File: src/rtl/agv_fifo.sv
// small register fifo between pipeline parts
// no dependencies
module agv_fifo #(
    parameter int W     = 8,
    parameter int DEPTH = 2
) (
    input  logic         aclk,
    input  logic         aresetn,
    input  logic         wr_valid,
    output logic         wr_ready,
    input  logic [W-1:0] wr_data,
    output logic         rd_valid,
    input  logic         rd_ready,
    output logic [W-1:0] rd_data
);
    localparam int AW = (DEPTH > 1) ? $clog2(DEPTH) : 1;
    localparam int CW = $clog2(DEPTH + 1);

    logic [W-1:0]  mem_reg [DEPTH];
    logic [AW-1:0] wr_ptr_reg, rd_ptr_reg;
    logic [CW-1:0] count_reg;
    logic          do_wr, do_rd;

    assign wr_ready = (count_reg != CW'(DEPTH));
    assign rd_valid = (count_reg != '0);
    assign rd_data  = mem_reg[rd_ptr_reg];
    assign do_wr    = wr_valid && wr_ready;
    assign do_rd    = rd_valid && rd_ready;

    always_ff @(posedge aclk) begin
        if (do_wr) begin
            mem_reg[wr_ptr_reg] <= wr_data;
        end
    end

    always_ff @(posedge aclk) begin
        if (!aresetn) begin
            wr_ptr_reg <= '0;
            rd_ptr_reg <= '0;
            count_reg  <= '0;
        end else begin
            if (do_wr) begin
                wr_ptr_reg <= (wr_ptr_reg == AW'(DEPTH - 1)) ? '0 : wr_ptr_reg + 1'b1;
            end
            if (do_rd) begin
                rd_ptr_reg <= (rd_ptr_reg == AW'(DEPTH - 1)) ? '0 : rd_ptr_reg + 1'b1;
            end
            if (do_wr && !do_rd) begin
                count_reg <= count_reg + 1'b1;
            end else if (do_rd && !do_wr) begin
                count_reg <= count_reg - 1'b1;
            end
        end
    end
endmodule

File: config.mk
export PLATFORM = sky130hd
export DESIGN_NAME = agv_fifo
export DESIGN_NICKNAME = d
export VERILOG_FILES = /design/src/rtl/agv_fifo.sv
export SDC_FILE = /design/constraint.sdc
export NUM_CORES = 1
export LEC_CHECK = 0
export BUFFER_PORTS_ARGS = -buffer_cell sky130_fd_sc_hd__buf_2
export CAP_MARGIN = 0
export CORE_UTILIZATION = 49
export CTS_CLUSTER_SIZE = 8
export DETAILED_ROUTE_END_ITERATION = 8
export PLACE_DENSITY = 0.78
export SYNTH_ARGS = -nofsm -noshare
export SYNTH_HDL_FRONTEND = slang
export SYNTH_SLANG_ARGS = --single-unit
File: constraint.sdc
create_clock -name aclk -period 1.7 [get_ports aclk]
set_input_delay 0.085 -clock aclk [delete_from_list [all_inputs] [get_ports aclk]]
set_output_delay 0.085 -clock aclk [all_outputs]
set_load 0.01 [all_outputs]
Yosys cells after proc, flatten, opt, wreduce, memory -nomap -nowiden:

Memory sizes are Yosys's and may differ from the RTL's. A register that Yosys moved wholly into a read port is not among the register bits.
Cells that the tools add are included.

* bits in registers: 4
* latch bits: 0
* bits in writable memories: 16
* memory bits (read-only): 0
* bits of input ports: 12
* word-level logic and storage cells: 25
* memories kept: 1

* $add $sub $neg: 4
* $mul: 0
* divide/modulo/power cells: 0
* order comparisons: 0
* eq/ne operators: 1
* shift operators: 0
* mux-type cells: 8
* bitwise operators: 0
* reductions and logical operators: 8

Memories
* mem_reg: words 2, width 8, rd ports 1, clocked after Yosys merged registers in 1, write ports 1, RTL line 19 `logic [W-1:0] mem_reg [DEPTH];`

Operators by type and width (count)
* $mux 1: 6
* $logic_and 1x1->1: 4
* $mux 2: 2
* $reduce_bool 2->1: 2
* $add 1x1->1 const B: 2
* $add 2x1->2 const B: 1
* $logic_not 1->1: 2
* $ne 2x2->1 const B: 1
* $sub 2x1->2 const B: 1

Logic depth before layout (Yosys ltp):

Gate-level depths: netlist of run 1.

* word-level depth: 6
* mapped depth: 6
* mapped depth without buffers: 6

Worst setup path after synthesis of run 1:

OpenSTA, ideal clock, no wires.

* path kind: reg2reg
* from: reg count_reg[0]
* to: reg count_reg[1]
* setup time: 70 ps
* arrival time: 1429 ps
* required time: 1630 ps
* slack: 201 ps
* stages on the path, launching flop included: 6
* period minus slack after synthesis: 1499 ps
* path through: dfxtp_1 nand2b_4 and2_1 ha_1 or3_1 a21oi_1

* longest elaborated chain between the ends: 5
* elaborated cells between the ends (all ways): 13
* those cells by class: add/sub (2); eq/ne (1); mux (2); reduce/logical (8)

Ends and longest elaborated chain
* from (decl): RTL line 21 `logic [CW-1:0] count_reg;`
* from (signal assigned): RTL line 49 `count_reg <= count_reg + 1'b1;`
* from (signal assigned): RTL line 51 `count_reg <= count_reg - 1'b1;`
* $ne 2x2->1 (*): RTL line 24 `assign wr_ready = (count_reg != CW'(DEPTH));`
* via wr_ready: RTL line 10 `output logic wr_ready,`
* $logic_and 1x1->1 (*): RTL line 27 `assign do_wr = wr_valid && wr_ready;`
* $logic_not 1->1: RTL line 50 `end else if (do_rd && !do_wr) begin`
* $logic_and 1x1->1: RTL line 50
* $reduce_bool 2->1 (no line)

The timed path passes the listed nets; every way through them passes the cells marked *. The select of a mux whose other input is x is not followed.
A chain may end at the register's enable or synchronous reset.

Worst setup path in the final report of run 1:

* from: reg count_reg[0]
* to: reg count_reg[1]

* longest elaborated chain between the ends: 5
* elaborated cells between the ends (all ways): 13
* those cells by class: add/sub (2); eq/ne (1); mux (2); reduce/logical (8)

Ends and longest elaborated chain
* parallel branches: the longest is 5 deep, another holds $sub 2x1->2

Several ways; the timed one is not identified. The select of a mux whose other input is x is not followed.

==> run metrics, run 1 <==
Sw Share=29.1%; Setup Skew=3.53 ps; count leader, synth=edfxtp_1; synthesized area=810 um2; Longest Clk Path Bufs=2; peak supply drop=946 uV; antenna-violating nets left=0; Power Density=1320 nW/um2; register area share after synthesis=71.7%; unrepaired setup endpoints after global routing=false; synth cell count leaders=edfxtp_1 (16), mux2_2 (8), dfxtp_1 (5), nor2_1 (3), xor2_1 (3); Synth Flop Type=edfxtp_1; final WL=1230 um; CP max stage delay=380 ps; antenna violations before repair=0; # rows=14; Fillers=112; Slew Limit Fails=0; synthesized flop and latch total=21; clk_lat worst skew=290 ps; status=finished clean; # IOs=22; Slew @ Worst Pin=363 ps; Vias=491; cts bufs inserted=3; internal power=970 uW; GRT Resource Usage Total=16.3%; Final period util=93.2%; first-pass GRT wire length=2010 um; GPL Wtd Cong=0.690; total length of routed met2 wires=667 um; leakage=0.000421 uW; CP cell instances=nand2b_4 -> and2_1 -> ha_1 -> or3_1 -> a21oi_1; WS Path Type=flop to flop; Layout Nets=96; Setup violations, final=0; ratio of cells with drive above 1 in the final layout=42.7%; Fmax=631 MHz; slew margin rel.=75.8%; startpoint types=flop; Placed Area=930 um2; Largest register FFs=16; number of enable flip-flop cells after synthesis=16; met1 WL=517 um; cell area after layout=1040 um2; largest net degree at the start of global routing=12; worst path bufs/invs=0; CTS sink cnt=21; Die X=42.6 um; GRT overflow=0; met3 WL=33 um; combinational cell fraction of total power=30.9%; Synth top area share=59.4%; area of the core=1520 um2; Util after Layout=68.0%; Seq pwr share=52.7%; # H-tree levels=1; clock-pin slew on the worst setup and hold paths=100 ps; Tot Pwr=1370 uW; Hold Vio Cnt, Final=0; Worst EP required=1930 ps; die area=1820 um2; Mapped Cells=50; post-DP HPWL=846 um; Clock Power Share=16.3%; Die Y-Extent=42.6 um; # DRC=0; placed cells=86; via-per-instance ratio=5.01; 1st-pass router iterations=3; CP Capture Type=flop; vias in the first global route=503; post-route setup TNS=0 ps; CTS tree=built; Root Buffer=clkbuf_4; Layout area overhead=28.0%; starting DRC count in detailed routing=14; non-filler cells, final=98; max-cap violation count=0; Synth cell types=17; yosys warns=0; CP max-delay cell=or3_1; Max FO, Critical Path=5; Synth area leaders=edfxtp_1 (59%), dfxtp_1 (12%), mux2_2 (11%); share of flip-flops with an asynchronous set or reset=0%; Initial Util=53.1%; CP arrival=1810 ps; port buffer count=21; antenna cells=0; syn_nets=63; post-synth top area cell=edfxtp_1; Hold Crit Class=input port to flop; highest metal used=met4; Top Family by Delay on Critical Path=simple AND/OR/NAND/NOR gates; Synth Area per Inst=16.2 um2; Switch Pwr=398 uW; Final min period=1580 ps; detailed-route wire length per cell=12.6 um
path summary, 6_finish.rpt:
kind | startpoint | end | slack, ps | cells past startpoint
max reg2reg | count_reg[0] | count_reg[1] | 120 | 5
min reg2reg | rd_ptr_reg | flop | 530 | 2
max | count_reg[0] | count_reg[1] | 120 | 5
min | aresetn | flop | 70 | 3
metal layers:
layer	vias up	track usage, %
met5	-	0
met4	0	11.3
met3	2	3.88
met2	12	29.4
met1	230	16.0
li1	247	-
final cells by class:
class	instances	area [um2]	share of cell area (%)
timing repair buffer	29	185	17.9
sequential	21	581	56.0
inverter	2	7.51	0.725
clock buffer	4	26.3	2.54
tap	16	20.0	1.93
multi-input combinational	26	216	20.9
power by group through the flow:
stage | registers [uW] | clock network, uW | logic [uW]
after floorplan | 697 | 0 | 313
after global placement | 727 | 0 | 397
after detailed placement | 734 | 0 | 411
after CTS | 723 | 230 | 426
after global routing | 736 | 250 | 465
final | 721 | 224 | 423
cells by family (layout without fill, tap and decap cells):
kind of cell / count (synthesis) / count (layout) / share of synthesized area [%]
flip-flops: 21 / 21 / 71.7
adder cells (fa/ha/maj): 1 / 1 / 1.55
AND/OR/NAND/NOR: 9 / 9 / 7.11
buffers and inverters: 3 / 35 / 1.55
multiplexers: 8 / 8 / 11.1
AO/OA/AOI/OAI: 5 / 5 / 3.71
XOR/XNOR: 3 / 3 / 3.25
layout by cell type, fill, tap and decap left out:
cell type and instances:
clkbuf_1 1, nand2b_4 1, buf_2 21, edfxtp_1 16, a21bo_2 1, dfxtp_1 5
and2_1 1, nor2_1 3, nand3b_1 1, and3_1 1, inv_1 2, or3_1 1
ha_1 1, o21ai_0 1, a21oi_1 2, dlygate4sd3_1 8, or2_2 1, xor2_1 3
clkbuf_4 3, mux2_2 8, o21ai_1 1
worst register-to-register path, delay by kind of cell (launching register included):
family / cells / cell delay, ps
and+or+nand+nor: 3 / 710
adders and majority gates: 1 / 310
DFF: 1 / 370
AOI/OAI and AO/OA: 1 / 140
metrics by stage:
stage	hold WS [ps]	worst slack, ps
floorplan	184	201
global placement	274	194
detailed placement	277	107
CTS	65.4	84.1
global route	82.8	5.65
finish	73.6	115
timing repair:
item	4_1_cts	5_1_grt
buffers inserted	0	0
setup endpoints to repair	0	1
hold buffers	8	0
gates resized for setup	0	1
hold endpoints to repair	16	0
Note: power is estimated with default switching activity, not from simulation.
==> inputs of run 2 (changes only) <==
PLACE_DENSITY = not set   (was 0.78)
PLACE_DENSITY_LB_ADDON = 0.12   (was not set)
==> run 2 against run 1 <==
  * Global-route usage down 1.5 points
  * Count of clock-buffer cells in the layout unchanged
  * Routed wire length down 5.4%
  * Sequential power down 0.6%
  * Critical path depth unchanged
  * Design area unchanged
  * Clock skew about the same
  * First-iteration DRC count down 79%
  * Power down 0.69%
  * Non-clock buffer count unchanged
  * Highest routed layer is now met3
==> run metrics, run 2 (synthesized netlist as in run 1, its figures left out) <==
leakage=0.000421 uW; Slew @ Worst Pin=367 ps; antenna cells=0; # IOs=22; # DRC=0; vias in the first global route=472; CP arrival=1780 ps; GRT overflow=0; Placed Area=930 um2; highest-count cells in the layout ignoring fill and taps=buf_2 (21), edfxtp_1 (16), mux2_2 (8), dlygate4sd3_1 (8), dfxtp_1 (5); antenna-violating nets left=0; antenna violations before repair=0; cell area after layout=1040 um2; Fmax=645 MHz; GRT Resource Usage Total=14.9%; # rows=14; WS Path Type=flop to flop; CTS sink cnt=21; slew margin rel.=75.6%; clock-pin slew on the worst setup and hold paths=100 ps; Top Family by Delay on Critical Path=simple AND/OR/NAND/NOR gates; FF-to-FF path depth=5; register area=581 um2; starting DRC count in detailed routing=3; GPL Wtd Cong=0.667; post-DP HPWL=808 um; Layout Nets=96; area of the core=1520 um2; port buffer count=21; first-pass GRT wire length=1940 um; Power Density=1310 nW/um2; Vias=483; largest net degree at the start of global routing=12; startpoint types=flop; Worst EP required=1930 ps; final WL=1170 um; Final min period=1550 ps; worst path bufs/invs=0; worst hold path depth=3; peak supply drop=919 uV; CP max-delay cell=or3_1; Initial Util=53.1%; Hold Vio Cnt, Final=0; Setup Skew=3.69 ps; Layout area overhead=28.0%; non-filler cells, final=98; smallest hold slack=81.8 ps; Die Y-Extent=42.6 um; via-per-instance ratio=4.93; Root Buffer=clkbuf_4; Longest Clk Path Bufs=2; clk_lat worst skew=290 ps; post-CTS setup buffer count=0; DP Worst Slack=145 ps; PostCTS Resize Cnt=0; die area=1820 um2; most common cell after layout, fill and taps aside=buf_2; CP cell instances=nand2b_4 -> and2_1 -> ha_1 -> or3_1 -> a21oi_1; unrepaired setup endpoints after global routing=false; CTS tree=built; hold buffers post-CTS=8; Final period util=91.2%; Hold Crit Class=input port to flop; Max FO, Critical Path=5; CP Depth=5; Slew Limit Fails=0; Largest register FFs=16; area of the multi-input gates=216 um2; ratio of cells with drive above 1 in the final layout=42.7%; placed cells=86; # H-tree levels=1; CP max stage delay=370 ps; cts bufs inserted=3; detailed-route wire length per cell=11.9 um; max-cap violation count=0; Die X=42.6 um; Fillers=116; Setup violations, final=0; CP Capture Type=flop; reg2reg setup slack=150 ps; status=finished clean; Worst Slack Setup Final=149 ps; post-route setup TNS=0 ps; 1st-pass router iterations=2
-- run 2: changes by cell type in the layout (fill, tap and decap cells not counted) --
cell,previous run,this run
o21ai_0,1,2
o21ai_1,1,0
-- run 2: stage by stage --
step                      power [uW]  util [%]
after global routing            1450      68.0
after global placement          1130      61.0
after detailed placement        1140      61.0
after floorplan                 1010         -
final                           1360      68.0
after CTS                       1380      68.0
-- run 2: worst paths after layout --
path / from / end
worst max-delay path: count_reg[0] / count_reg[1]
worst min-delay path: aresetn / rd_ptr_reg
worst max register to register: count_reg[0] / count_reg[1]
worst min register to register: rd_ptr_reg / rd_ptr_reg
-- run 2: layout make-up --
cell class	count	area share (%)
Sequential cell	21	56.0
Multi-Input combinational cell	26	20.9
Timing Repair Buffer	29	17.9
Clock buffer	4	2.54
Tap cell	16	1.93
Inverter	2	0.725
-- run 2: power breakdown --
group          total [uW]  internal, uW  leakage (uW)  switching, uW
Clock                 227          91.1     0.0000150            136
Sequential            717           651      0.000191           65.8
Combinational         415           226      0.000215            189
-- run 2: worst reg2reg max path, cell delays in order, from the launching register on --
cell and delay [ps]:
dfxtp_1 360, nand2b_4 160, and2_1 160, ha_1 300, or3_1 370, a21oi_1 140
-- run 2: metal layers --
| metal | GRT usage [%] | vias to the layer above | wire [um] |
|---|---|---|---|
| li1 | - | 247 | - |
| met1 | 16.6 | 223 | 512 |
| met2 | 25.8 | 13 | 606 |
| met3 | 5.17 | 0 | 48 |
| met4 | 5.63 | 0 | 0 |
| met5 | 0 | - | 0 |
